File: config.mk
export PLATFORM = sky130hd
export DESIGN_NAME = stream_find_and_replace_unit
export DESIGN_NICKNAME = d
export VERILOG_FILES = /design/src/sfr_pkg.sv /design/src/stream_find_and_replace_unit.sv /design/src/sfr_step.sv
export SDC_FILE = /design/constraint.sdc
export NUM_CORES = 1
export LEC_CHECK = 0
export ABC_AREA = 1
export BUFFER_PORTS_ARGS = -buffer_cell sky130_fd_sc_hd__buf_2
export CAP_MARGIN = 15
export CORE_MARGIN = 1
export CORE_UTILIZATION = 30
export DETAILED_ROUTE_END_ITERATION = 10
export PLACE_DENSITY = 0.43
export RECOVER_POWER = 25
export SLEW_MARGIN = 20
export SYNTH_ARGS = -nofsm -noshare
export SYNTH_HDL_FRONTEND = slang
export SYNTH_SLANG_ARGS = --single-unit
File: constraint.sdc
create_clock -name i_clk -period 11.85 [get_ports i_clk]
set_clock_uncertainty 0.2 [all_clocks]
set_input_delay 1.185 -clock i_clk [delete_from_list [all_inputs] [get_ports i_clk]]
set_output_delay 1.185 -clock i_clk [all_outputs]
set_load 0.05 [all_outputs]
File: src/sfr_pkg.sv
// Shared constants, register indexes and types of the stream find-and-replace unit.
package sfr_pkg;

    localparam int MAX_PATTERN     = 8;
    localparam int MAX_REPLACEMENT = 8;
    localparam int MAX_RESULTS     = 8;
    localparam int WIN_SLOTS       = MAX_PATTERN + 1;
    localparam int CNT_W           = $clog2(WIN_SLOTS + 1);
    localparam int LEN_W           = 4;
    localparam int CFG_W           = 64;
    localparam int CFG_IDX_W       = 2;

    // Configuration register indexes
    typedef enum logic [CFG_IDX_W-1:0] {
        CFG_PATTERN_BYTES = 2'd0,
        CFG_PATTERN_LEN   = 2'd1,
        CFG_REPL_BYTES    = 2'd2,
        CFG_REPL_LEN      = 2'd3
    } t_cfg_idx;

    typedef logic [MAX_PATTERN-1:0][7:0] t_win;
    typedef logic [MAX_RESULTS-1:0][7:0] t_res_bytes;

    // Results produced by one request, sent out one per cycle while the output is not stalled
    typedef struct packed {
        t_res_bytes       bytes;
        logic [CNT_W-1:0] num;
        logic             bval;
        logic             last;
    } t_burst;

endpackage

File: src/stream_find_and_replace_unit.sv
// A request is registered on acceptance; its results are then shown from the burst register.
// One request per cycle while each yields at most one result and the output is not stalled;
// a request with more results holds both registers until its last result is being taken.
// Reset (synchronous, active low) empties both registers, clears the pending window count
// and sets all configuration registers to zero.
// Top level: input register, step logic, and a result burst register shifted on each transfer.
module stream_find_and_replace_unit
    import sfr_pkg::*;
(
    input  logic                 i_clk,
    input  logic                 i_rst_n,
    input  logic                 i_s_axis_tvalid,
    output logic                 o_s_axis_tready,
    input  logic [7:0]           i_s_axis_tdata,   // [7:0] data_byte
    input  logic                 i_s_axis_tlast,   // end_of_string
    output logic                 o_m_axis_tvalid,
    input  logic                 i_m_axis_tready,
    output logic [7:0]           o_m_axis_tdata,   // [7:0] out_byte
    output logic                 o_m_axis_tuser,   // [0] byte_valid
    output logic                 o_m_axis_tlast,   // last
    input  logic                 i_cfg_we,
    input  logic [CFG_IDX_W-1:0] i_cfg_addr,
    input  logic [CFG_W-1:0]     i_cfg_wdata
);

    logic [CFG_W-1:0] r_pat_bytes;
    logic [LEN_W-1:0] r_pat_len;
    logic [CFG_W-1:0] r_rep_bytes;
    logic [LEN_W-1:0] r_rep_len;

    logic             r_in_valid;
    logic [7:0]       r_in_byte;
    logic             r_in_eos;

    t_win             r_win;
    logic [CNT_W-1:0] r_cnt;
    t_burst           r_burst;

    t_win             n_win;
    logic [CNT_W-1:0] n_cnt;
    t_burst           n_burst;

    logic             pop;
    logic             load_ok;
    logic             consume;

    // Configuration writes
    always_ff @(posedge i_clk) begin
        if (!i_rst_n) begin
            r_pat_bytes <= '0;
            r_pat_len   <= '0;
            r_rep_bytes <= '0;
            r_rep_len   <= '0;
        end else if (i_cfg_we) begin
            unique case (t_cfg_idx'(i_cfg_addr))
                CFG_PATTERN_BYTES: r_pat_bytes <= i_cfg_wdata;
                CFG_PATTERN_LEN:   r_pat_len   <= i_cfg_wdata[LEN_W-1:0];
                CFG_REPL_BYTES:    r_rep_bytes <= i_cfg_wdata;
                CFG_REPL_LEN:      r_rep_len   <= i_cfg_wdata[LEN_W-1:0];
                default:           r_pat_len   <= r_pat_len;
            endcase
        end
    end

    // Handshake control
    assign pop             = o_m_axis_tvalid && i_m_axis_tready;
    assign load_ok         = (r_burst.num == '0) || (r_burst.num == CNT_W'(1) && i_m_axis_tready);
    assign consume         = r_in_valid && load_ok;
    assign o_s_axis_tready = !r_in_valid || load_ok;

    // Input register
    always_ff @(posedge i_clk) begin
        if (!i_rst_n) begin
            r_in_valid <= 1'b0;
        end else if (o_s_axis_tready) begin
            r_in_valid <= i_s_axis_tvalid;
        end
    end

    always_ff @(posedge i_clk) begin
        if (i_s_axis_tvalid && o_s_axis_tready) begin
            r_in_byte <= i_s_axis_tdata;
            r_in_eos  <= i_s_axis_tlast;
        end
    end

    sfr_step u_step (
        .i_win       (r_win),
        .i_cnt       (r_cnt),
        .i_byte      (r_in_byte),
        .i_eos       (r_in_eos),
        .i_pat_bytes (r_pat_bytes),
        .i_pat_len   (r_pat_len),
        .i_rep_bytes (r_rep_bytes),
        .i_rep_len   (r_rep_len),
        .o_win       (n_win),
        .o_cnt       (n_cnt),
        .o_burst     (n_burst)
    );

    // Pending window
    always_ff @(posedge i_clk) begin
        if (!i_rst_n) begin
            r_cnt <= '0;
        end else if (consume) begin
            r_cnt <= n_cnt;
        end
    end

    always_ff @(posedge i_clk) begin
        if (consume) begin
            r_win <= n_win;
        end
    end

    // Result burst register: load a new burst or shift out one result
    always_ff @(posedge i_clk) begin
        if (!i_rst_n) begin
            r_burst.num <= '0;
        end else if (consume) begin
            r_burst <= n_burst;
        end else if (pop) begin
            r_burst.num <= r_burst.num - CNT_W'(1);
            for (int i = 0; i < MAX_RESULTS - 1; i++) begin
                r_burst.bytes[i] <= r_burst.bytes[i+1];
            end
            r_burst.bytes[MAX_RESULTS-1] <= 8'd0;
        end
    end

    assign o_m_axis_tvalid = r_burst.num != '0;
    assign o_m_axis_tdata  = r_burst.bytes[0];
    assign o_m_axis_tuser  = r_burst.bval;
    assign o_m_axis_tlast  = r_burst.last && (r_burst.num == CNT_W'(1));

endmodule

File: src/sfr_step.sv
// Combinational step: appends one byte to the window, compares, builds the result burst.
module sfr_step
    import sfr_pkg::*;
(
    input  t_win             i_win,
    input  logic [CNT_W-1:0] i_cnt,
    input  logic [7:0]       i_byte,
    input  logic             i_eos,
    input  logic [CFG_W-1:0] i_pat_bytes,
    input  logic [LEN_W-1:0] i_pat_len,
    input  logic [CFG_W-1:0] i_rep_bytes,
    input  logic [LEN_W-1:0] i_rep_len,
    output t_win             o_win,
    output logic [CNT_W-1:0] o_cnt,
    output t_burst           o_burst
);

    logic [WIN_SLOTS-1:0][7:0] w9;
    logic [CNT_W-1:0]          cnt1;
    logic [LEN_W-1:0]          plen;
    logic [LEN_W-1:0]          rlen;
    logic                      same;
    logic                      over;
    logic                      full;

    // Clamp the configured lengths
    assign plen = (i_pat_len > LEN_W'(MAX_PATTERN))     ? LEN_W'(MAX_PATTERN)     : i_pat_len;
    assign rlen = (i_rep_len > LEN_W'(MAX_REPLACEMENT)) ? LEN_W'(MAX_REPLACEMENT) : i_rep_len;
    assign cnt1 = i_cnt + CNT_W'(1);

    // Window with the new byte appended
    always_comb begin
        w9 = '0;
        for (int i = 0; i < MAX_PATTERN; i++) begin
            if (CNT_W'(i) < i_cnt) begin
                w9[i] = i_win[i];
            end
        end
        for (int i = 0; i < WIN_SLOTS; i++) begin
            if (CNT_W'(i) == i_cnt) begin
                w9[i] = i_byte;
            end
        end
    end

    // Pattern compare over the bytes in use
    always_comb begin
        same = 1'b1;
        for (int i = 0; i < MAX_PATTERN; i++) begin
            if (LEN_W'(i) < plen && w9[i] != i_pat_bytes[8*i +: 8]) begin
                same = 1'b0;
            end
        end
    end

    assign over = CNT_W'(plen) < cnt1;
    assign full = CNT_W'(plen) == cnt1;

    // Next window and burst
    always_comb begin
        o_win       = '0;
        o_cnt       = '0;
        o_burst     = '0;
        o_burst.bval = 1'b1;
        o_burst.last = i_eos;
        priority if (full && same) begin
            for (int i = 0; i < MAX_RESULTS; i++) begin
                o_burst.bytes[i] = i_rep_bytes[8*i +: 8];
            end
            o_burst.num = CNT_W'(rlen);
        end else if (over || full) begin
            // emit oldest, shift; on end of string the rest follows it
            for (int i = 0; i < MAX_PATTERN; i++) begin
                o_win[i] = w9[i+1];
            end
            for (int i = 0; i < MAX_RESULTS; i++) begin
                o_burst.bytes[i] = w9[i];
            end
            o_cnt = i_cnt;
            if (i_eos) begin
                o_burst.num = (i_cnt >= CNT_W'(MAX_RESULTS)) ? CNT_W'(MAX_RESULTS) : cnt1;
            end else begin
                o_burst.num = CNT_W'(1);
            end
        end else begin
            // still filling
            for (int i = 0; i < MAX_PATTERN; i++) begin
                o_win[i] = w9[i];
            end
            for (int i = 0; i < MAX_RESULTS; i++) begin
                o_burst.bytes[i] = w9[i];
            end
            o_cnt       = cnt1;
            o_burst.num = i_eos ? cnt1 : '0;
        end

        // End of string clears the window; an empty end gets a bare marker
        if (i_eos) begin
            o_cnt = '0;
            if (o_burst.num == '0) begin
                o_burst.bytes = '0;
                o_burst.num   = CNT_W'(1);
                o_burst.bval  = 1'b0;
            end
        end
    end

endmodule

==> reports/metrics.yaml, run 1 <==
status: "complete, but fails checks"
violations: "max-capacitance violations, max-slew violations"
wl_per_cell_um: 18.6
critPathKind: "input port to register"
dp_hpwl_um: 34700
setup_viol: 0
r2r_start: "r_cnt[0]$_SDFFE_PN0P_"
p_leak_nw: 7.24
synth_warnings: 0
grt_antenna_before_repair: 0
cpLargestDelayFamily: "buffers and inverters"
row_count: 81
synth_seq_cells: 284
cp_common_cell: "clkbuf_1"
r2r_cells: 18
cts_buffer_depth: 3
grt_first_pass_wirelength_um: 75400
die_w_um: 224
grt_pass1_vias: 12196
synth.yosys.seq_area_share_pct: 47.8
ctsResizeCount: 0
vias: 12931
r2r-end: "r_burst[16]$_DFFE_PP_"
syn_inst: 1978
cp.required_ps: 12120
clock.fmax_ghz: 0.177
critPathLaunch: "i_rst_n"
finalMaxSlewViolations: 141
cts_root_buffer: "clkbuf_16"
grt_util_all_layers_pct: 20.0
final_area_um2: 16800
dieHeight_um: 224
p_per_area_nw_per_um2: 223
rsz0062_at_grt: "no"
cts_tree: "yes"
h-tree-depth: 2
worst_pin_slew_ps: 2890
vias_per_cell: 4.80
min_path_type: "register to register"
critical_path.cell_chain: "clkbuf_1 -> clkbuf_1 -> o21ai_0 -> a21oi_1"
syn_area_per_cell_um2: 7.49
critPathCapture: "r_pat_bytes[48]$_SDFFE_PN0P_"
crit_fanout: 74
die_area_um2: 50300
place.gp.congestion: 0.827
io_pins: 92
placed_cells: 2629
peakVddDrop_mv: 0.114
core_area_um2: 48800
crit_arrival_ps: 5910
syn_area_um2: 14800
numPortBuffers: 91
synth_cell_types: 37
cp-end-kind: "register"
post_dp_cell_area_um2: 15700
rrSetupSlack_ps: 6510
instances_no_fill: 2693
first_iter_violations: 920
clock_latency_ps: 560
final_antenna_net_count: 0
start_util_pct: 30.3
nNetsFinal: 2094
diodes: 0
final_common_cell: "nand2_1"
synthToLayoutAreaGrowth_pct: 13.5
drive_gt1_share_pct: 8.72
finalPower_w: 0.00376
cts_inserted_buffers: 36
drv_cap: 2
post-route-period-util_pct: 47.6
routed_wl_um: 50200
finalSetupTns_ps: 0
clock-sinks: 284
postCtsHoldBufs: 0
synth_nets: 2069
drc_errors: 0
grt_max_degree: 81
cp_num_buf_inv: 2
mostFrequentLayoutCells: "nand2_1 (509), o21ai_0 (268), inv_1 (258)"
finalCriticalPeriod_ps: 5640
start_kind: "input port"
slew-limit-headroom_pct: -92.5
post_cts_buffers: 0
slowest_delay_ps: 2100
drt_first_pass_iters: 5
finalHoldViolCount: 0
critical-path-slowest-cell: "clkbuf_1"
clkTransAtPathRegs_ps: 50
grt_overflow: 0
cp_num_cells: 4
holdWs_ps: 248
-- per-stage QoR --
| stage | worst slack [ps] | utilization, % |
|---|---|---|
| 3_5_place_dp | 6500 | 32.1 |
| 5_1_grt | 5450 | 34.4 |
| 3_3_place_gp | 6570 | 32.1 |
| 6_report | 6210 | 34.4 |
| 4_1_cts | 6500 | 34.5 |
| 2_1_floorplan | 7010 | - |
-- how the worst min path moves through the flow --
| stage | startpoint | end | slack, ps | cells after the start |
|---|---|---|---|---|
| 2_1_floorplan | r_rep_bytes[0]$_SDFFE_PN0P_ | r_rep_bytes[0]$_SDFFE_PN0P_ | 220 | 2 |
| 5_1_grt | r_rep_bytes[56]$_SDFFE_PN0P_ | r_rep_bytes[56]$_SDFFE_PN0P_ | 270 | 2 |
| 3_3_place_gp | r_rep_bytes[7]$_SDFFE_PN0P_ | r_rep_bytes[7]$_SDFFE_PN0P_ | 230 | 2 |
| 3_5_place_dp | r_rep_bytes[56]$_SDFFE_PN0P_ | r_rep_bytes[56]$_SDFFE_PN0P_ | 240 | 2 |
| 4_1_cts | r_rep_bytes[7]$_SDFFE_PN0P_ | r_rep_bytes[7]$_SDFFE_PN0P_ | 250 | 2 |
| 6_report | r_rep_bytes[10]$_SDFFE_PN0P_ | r_rep_bytes[10]$_SDFFE_PN0P_ | 250 | 2 |
-- per-layer routing --
| layer | global-route usage, % | share of wire [%] | vias up |
|---|---|---|---|
| met5 | 0 | 0 | - |
| met2 | 32.8 | 47 | 279 |
| met4 | 7.35 | 3.0 | 0 |
| li1 | - | - | 6534 |
| met1 | 26.9 | 46 | 6042 |
| met3 | 2.46 | 4.2 | 76 |
-- layout make-up --
| type | instances | area, µm² |
|---|---|---|
| Clock buffer | 47 | 1070 |
| Clock inverter | 17 | 113 |
| Fill cell | 5266 | 32000 |
| Inverter | 268 | 1010 |
| Multi-Input combinational cell | 1309 | 6190 |
| Sequential cell | 284 | 7080 |
| Tap cell | 664 | 831 |
| Timing Repair Buffer | 104 | 537 |
-- registers in the layout, summed over array words and instances, names as in the netlist --
name,cells
r_pat_bytes,64
r_rep_bytes,64
r_win,64
r_burst,61
o_m_axis_tdata,8
r_in_byte,8
r_cnt,4
r_pat_len,4
r_rep_len,4
o_m_axis_tuser,1
r_in_eos,1
r_in_valid,1
-- worst reg2reg max path, stage by stage, from the launching register on --
cell and delay, ps:
dfxtp_1 410, inv_2 150, nor2_1 870, nand2_1 410, nand2_1 200, nand2_1 140
nand2_1 90, nand3_1 70, nor2_1 90, nand2_1 170, nand2_1 100, nand2_1 60
inv_2 90, nand3_4 520, o21ai_1 400, nor2_1 110, nand2_4 400, nand2_4 360
o21ai_0 320
-- logic make-up (layout without fill, tap and decap cells) --
group / Yosys count / after routing / synth area share (%)
buf+inv: 385 / 436 / 10.7
simple gates: 778 / 778 / 21.8
flops: 284 / 284 / 47.8
fa+ha+maj: 11 / 11 / 0.929
compound gates: 514 / 514 / 18.4
xor+xnor: 6 / 6 / 0.355
-- power by group --
group          switching, W  internal (W)  leakage [nW]
Clock              0.000451      0.000657         0.594
Sequential        0.0000872       0.00129          2.50
Combinational      0.000934      0.000338          4.14
Total               0.00147       0.00228          7.24
-- cell usage after synthesis --
library cell	number	area (µm²)
inv_4	1	6.26
o211ai_1	9	67.6
nor3_1	4	20.0
nand2_4	3	33.8
nand4_1	3	18.8
inv_2	4	15.0
nand3_2	2	20.0
nand3b_1	22	165
xor2_1	3	26.3
o21a_1	1	7.51
o21ai_1	29	145
a31oi_1	1	6.26
o21ai_0	268	1340
nor2_2	3	18.8
a21oi_1	170	851
nand2_1	511	1920
a22o_1	32	280
dfxtp_1	145	2900
o21ai_2	1	8.76
buf_1	2	7.51
buf_4	16	120
nand3_4	1	17.5
buf_2	21	105
a211oi_1	3	22.5
nand2_2	2	12.5
nor2_4	2	22.5
buf_6	6	67.6
clkinv_1	4	15.0
nand3_1	102	510
dlygate4sd1_1	1	8.76
edfxtp_1	139	4170
ha_1	11	138
inv_1	259	972
nor2_1	122	458
nor2_8	1	20.0
xnor2_1	3	26.3
clkbuf_1	71	267
Power figures use the tool's default switching activity.
==> run 2: changes to the inputs <==
==> constraint.sdc (replaced) <==
create_clock -name i_clk -period 5.27 [get_ports i_clk]
set_clock_uncertainty 0.2 [all_clocks]
set_input_delay 0.527 -clock i_clk [delete_from_list [all_inputs] [get_ports i_clk]]
set_output_delay 0.527 -clock i_clk [all_outputs]
set_load 0.05 [all_outputs]
==> reports/metrics.yaml, run 2 (synthesis gave the netlist of run 1 again) <==
io_pins: 92
dieHeight_um: 224
status: "complete, but fails checks"
crit_arrival_ps: 4570
grt_overflow: 0
violations: "max-capacitance violations, max-slew violations"
instances_no_fill: 2726
numPortBuffers: 91
row_count: 81
start_kind: "register"
final_area_um2: 17100
drt_first_pass_iters: 5
final_common_cell: "nand2_1"
top_regs: "r_pat_bytes x64, r_rep_bytes x64, r_win x64"
wl_per_cell_um: 19.0
cts_root_buffer: "clkbuf_16"
finalPower_w: 0.00849
clkTransAtPathRegs_ps: 60
grt_util_all_layers_pct: 20.7
finalCriticalPeriod_ps: 4470
slew-limit-headroom_pct: -56.8
grt_first_pass_wirelength_um: 78300
cts_tree: "yes"
setup_viol: 0
drc_errors: 0
synthToLayoutAreaGrowth_pct: 15.4
p_per_area_nw_per_um2: 497
post_dp_cell_area_um2: 15800
final_antenna_net_count: 0
finalSetupTns_ps: 0
clock-sinks: 284
routed_wl_um: 51800
fill_cells: 5301
h-tree-depth: 2
diodes: 0
vias_per_cell: 4.82
clock.fmax_ghz: 0.224
grt_max_degree: 115
placed_cells: 2641
p_leak_nw: 7.37
clock_latency_ps: 560
grt_antenna_before_repair: 0
critPathKind: "register to register"
drv_cap: 1
cp-end-kind: "register"
ctsResizeCount: 0
rsz0062_at_grt: "no"
post-route-period-util_pct: 84.8
rrSetupSlack_ps: 800
nNetsFinal: 2125
die_area_um2: 50300
drive_gt1_share_pct: 9.17
mostFrequentLayoutCells: "nand2_1 (509), o21ai_0 (268), inv_1 (258)"
dp_hpwl_um: 35200
min_path_type: "input port to register"
fin_util_pct: 35.0
cts_buffer_depth: 3
cp.required_ps: 5370
finalHoldViolCount: 0
place.gp.congestion: 0.843
worst_pin_slew_ps: 2350
peakVddDrop_mv: 0.213
die_w_um: 224
vias: 13150
cts_inserted_buffers: 36
grt_pass1_vias: 12602
start_util_pct: 30.3
crit_fanout: 34
core_area_um2: 48800
first_iter_violations: 884
finalMaxSlewViolations: 61
-- run 2: report_power, final --
| group | total, W | internal [W] | switching [W] |
|---|---|---|---|
| logic | 0.00293 | 0.000791 | 0.00214 |
| registers | 0.00310 | 0.00290 | 0.000204 |
| clock network | 0.00246 | 0.00145 | 0.00102 |
-- run 2: timing repair --
item                       CTS  global route
setup buffers                0             0
hold endpoints to repair    19             0
setup endpoints to repair    0             0
hold buffers                19             0
-- run 2: worst max-delay path, cell delays in order (launching register included) --
cell	delay, ps
dfxtp_1	350
inv_2	220
ha_1	450
nand3_2	360
inv_1	280
nand2_1	140
nand2_1	190
nand2_1	70
nand2_1	60
nand2_1	50
nor2_1	140
nand2_1	160
nand2_1	100
nand2_1	80
nor2_4	150
nand3_4	140
nand2_1	100
nand2_1	70
nor2_1	190
nand2_4	80
buf_4	320
a22o_1	290
-- run 2: path summary, 6_finish.rpt --
path | startpoint | end | cells past startpoint
max reg2reg | r_cnt[0]$_SDFFE_PN0P_ | r_burst[40]$_DFFE_PP_ | 21
max | r_cnt[0]$_SDFFE_PN0P_ | r_burst[40]$_DFFE_PP_ | 21
min | i_cfg_wdata[18] | r_pat_bytes[18]$_SDFFE_PN0P_ | 3
min reg2reg | r_rep_bytes[42]$_SDFFE_PN0P_ | r_rep_bytes[42]$_SDFFE_PN0P_ | 2
-- run 2: routing by layer --
| layer | GRT usage [%] | vias up | share of wire [%] |
|---|---|---|---|
| met5 | 0 | - | 0 |
| met3 | 2.64 | 58 | 3.9 |
| li1 | - | 6589 | - |
| met4 | 5.99 | 0 | 2.3 |
| met1 | 27.7 | 6214 | 47 |
| met2 | 34.7 | 289 | 47 |
-- run 2: stage by stage --
step	worst slack (ps)	hold slack, ps
finish	799	9.43
global route	358	19.7
CTS	820	2.55
detailed placement	819	236
global placement	791	229
floorplan	545	220
-- run 2: cell type report --
class,count,area (µm²),area share (%)
Timing Repair Buffer,135,825,4.82
Clock inverter,11,65.1,0.381
Tap cell,664,831,4.86
Sequential cell,284,7080,41.4
Multi-Input combinational cell,1309,6190,36.2
Inverter,268,1010,5.91
Clock buffer,55,1100,6.45
==> run 3: changes to the inputs <==
--- a/config.mk
+++ b/config.mk
@@ -11,7 +11,7 @@
 export CORE_MARGIN = 1
 export CORE_UTILIZATION = 30
 export DETAILED_ROUTE_END_ITERATION = 10
-export PLACE_DENSITY = 0.43
+export PLACE_DENSITY = 0.45
 export RECOVER_POWER = 25
 export SLEW_MARGIN = 20
 export SYNTH_ARGS = -nofsm -noshare
==> constraint.sdc (replaced) <==
create_clock -name i_clk -period 3.91 [get_ports i_clk]
set_clock_uncertainty 0.2 [all_clocks]
set_input_delay 0.391 -clock i_clk [delete_from_list [all_inputs] [get_ports i_clk]]
set_output_delay 0.391 -clock i_clk [all_outputs]
set_load 0.05 [all_outputs]
==> reports/metrics.yaml, run 3 (synthesis gave the netlist of run 1 again) <==
synthToLayoutAreaGrowth_pct: 22.5
wl_per_cell_um: 18.3
numPortBuffers: 91
grt_overflow: 0
clkTransAtPathRegs_ps: 60
cts_tree: "yes"
h-tree-depth: 2
crit_arrival_ps: 3710
status: "complete, but fails checks"
diodes: 0
peakVddDrop_mv: 0.265
drive_gt1_share_pct: 11.9
place.gp.congestion: 0.866
dieHeight_um: 224
setup_viol: 0
routed_wl_um: 51900
clock.fmax_ghz: 0.277
slew-limit-headroom_pct: -72.6
p_leak_nw: 7.89
grt_first_pass_wirelength_um: 78500
drc_errors: 0
cts_buffer_depth: 3
crit_fanout: 16
grt_max_degree: 72
start_util_pct: 30.3
vias: 13507
drt_first_pass_iters: 5
top_regs: "r_pat_bytes x64, r_rep_bytes x64, r_win x64"
finalSetupTns_ps: 0
final_antenna_net_count: 0
grt_util_all_layers_pct: 20.7
die_w_um: 224
final_common_cell: "nand2_1"
finalHoldViolCount: 0
cp-end-kind: "register"
final_area_um2: 18200
cp.required_ps: 4000
mostFrequentLayoutCells: "nand2_1 (505), o21ai_0 (268), inv_1 (257)"
min_path_type: "input port to register"
critPathKind: "register to register"
pwr-share-clk_pct: 27.6
p_switching_w: 0.00460
pwr-share-comb_pct: 36.9
p_per_area_nw_per_um2: 649
placed_cells: 2696
vias_per_cell: 4.76
finalMaxSlewViolations: 139
p_sw_share_pct: 39.1
post_dp_cell_area_um2: 16300
io_pins: 92
holdWs_ps: 25.4
pwr-share-seq_pct: 35.4
clock_latency_ps: 550
violations: "max-capacitance violations, max-slew violations"
instances_no_fill: 2836
p_int_w: 0.00718
grt_pass1_vias: 12864
die_area_um2: 50300
drv_cap: 2
post-route-period-util_pct: 92.4
finalCriticalPeriod_ps: 3610
cts_inserted_buffers: 36
core_area_um2: 48800
start_kind: "register"
clock-sinks: 284
cts_root_buffer: "clkbuf_16"
grt_antenna_before_repair: 0
dp_hpwl_um: 36800
first_iter_violations: 910
row_count: 81
nNetsFinal: 2237
worst_pin_slew_ps: 2590
## run 3: changes by cell type in the layout (fill, tap and decap cells not counted), moves of 3 or more
cell           before  now
buf_4              22   73
nand2_2             4    8
buf_2              79   89
buf_12              1    8
nand2_1           509  505
clkbuf_8           11    3
dlygate4sd3_1      19   73
clkbuf_1           20   12
clkinv_1            3    6
## run 3: stage by stage
| step | worst slack (ps) | total power (W) | util, % |
|---|---|---|---|
| after detailed placement | 40.8 | 0.00850 | 33.3 |
| final | 296 | 0.0118 | 37.2 |
| after global placement | 42.5 | 0.00848 | 33.3 |
| after global routing | -0.404 | 0.0125 | 37.2 |
| after floorplan | 259 | 0.00693 | - |
| after CTS | 8.98 | 0.0119 | 37.1 |
## run 3: cell type report
type	count	area [µm²]
Fill cell	5177	30700
Sequential cell	284	7080
Multi-Input combinational cell	1309	6210
Timing Repair Buffer	247	1900
Clock buffer	49	1020
Inverter	268	1010
Tap cell	664	831
Clock inverter	15	104
## run 3: metal layers
layer / part of all wire, % / up-vias / global-route usage [%]
met3: 4.1 / 65 / 2.76
met5: 0 / - / 0
li1: - / 6798 / -
met1: 46 / 6378 / 27.4
met4: 2.1 / 0 / 4.98
met2: 48 / 266 / 35.5
## run 3: power by group through the flow
stage               Combinational [W]  Sequential, W  Clock, W
floorplan                     0.00283        0.00410         0
global placement              0.00424        0.00424         0
detailed placement            0.00427        0.00424         0
CTS                           0.00435        0.00418   0.00334
global route                  0.00484        0.00421   0.00345
finish                        0.00435        0.00418   0.00325
## run 3: repair_timing
action | 4_1_cts | 5_1_grt
buffers inserted | 0 | 3
hold endpoints to repair | 123 | 0
gates resized for setup | 0 | 10
hold buffers | 73 | 0
setup endpoints to repair | 0 | 71
## run 3: final timing paths
path	from	end	slack, ps	cells after the start
min	i_cfg_wdata[1]	r_rep_len[1]$_SDFFE_PN0P_	30	3
max reg2reg	r_cnt[2]$_SDFFE_PN0P_	r_burst[35]$_DFFE_PP_	300	20
min reg2reg	r_rep_bytes[51]$_SDFFE_PN0P_	r_rep_bytes[51]$_SDFFE_PN0P_	240	2
max	r_cnt[2]$_SDFFE_PN0P_	r_burst[35]$_DFFE_PP_	300	20
## run 3: critical path, cell delays in order, from the launching register on
cell,delay (ps)
dfxtp_2,400
nor2_8,170
buf_4,210
nand2_2,190
nor2_4,190
nand2_1,130
nand3_1,90
nand2_1,60
nor2_1,80
nand2_1,80
nor2_1,210
nor2_1,110
nor2_4,170
nand3_4,120
nand2_1,80
nand2_1,70
nor2_1,210
nand2_4,90
nand2_4,190
buf_12,200
o21ai_1,80
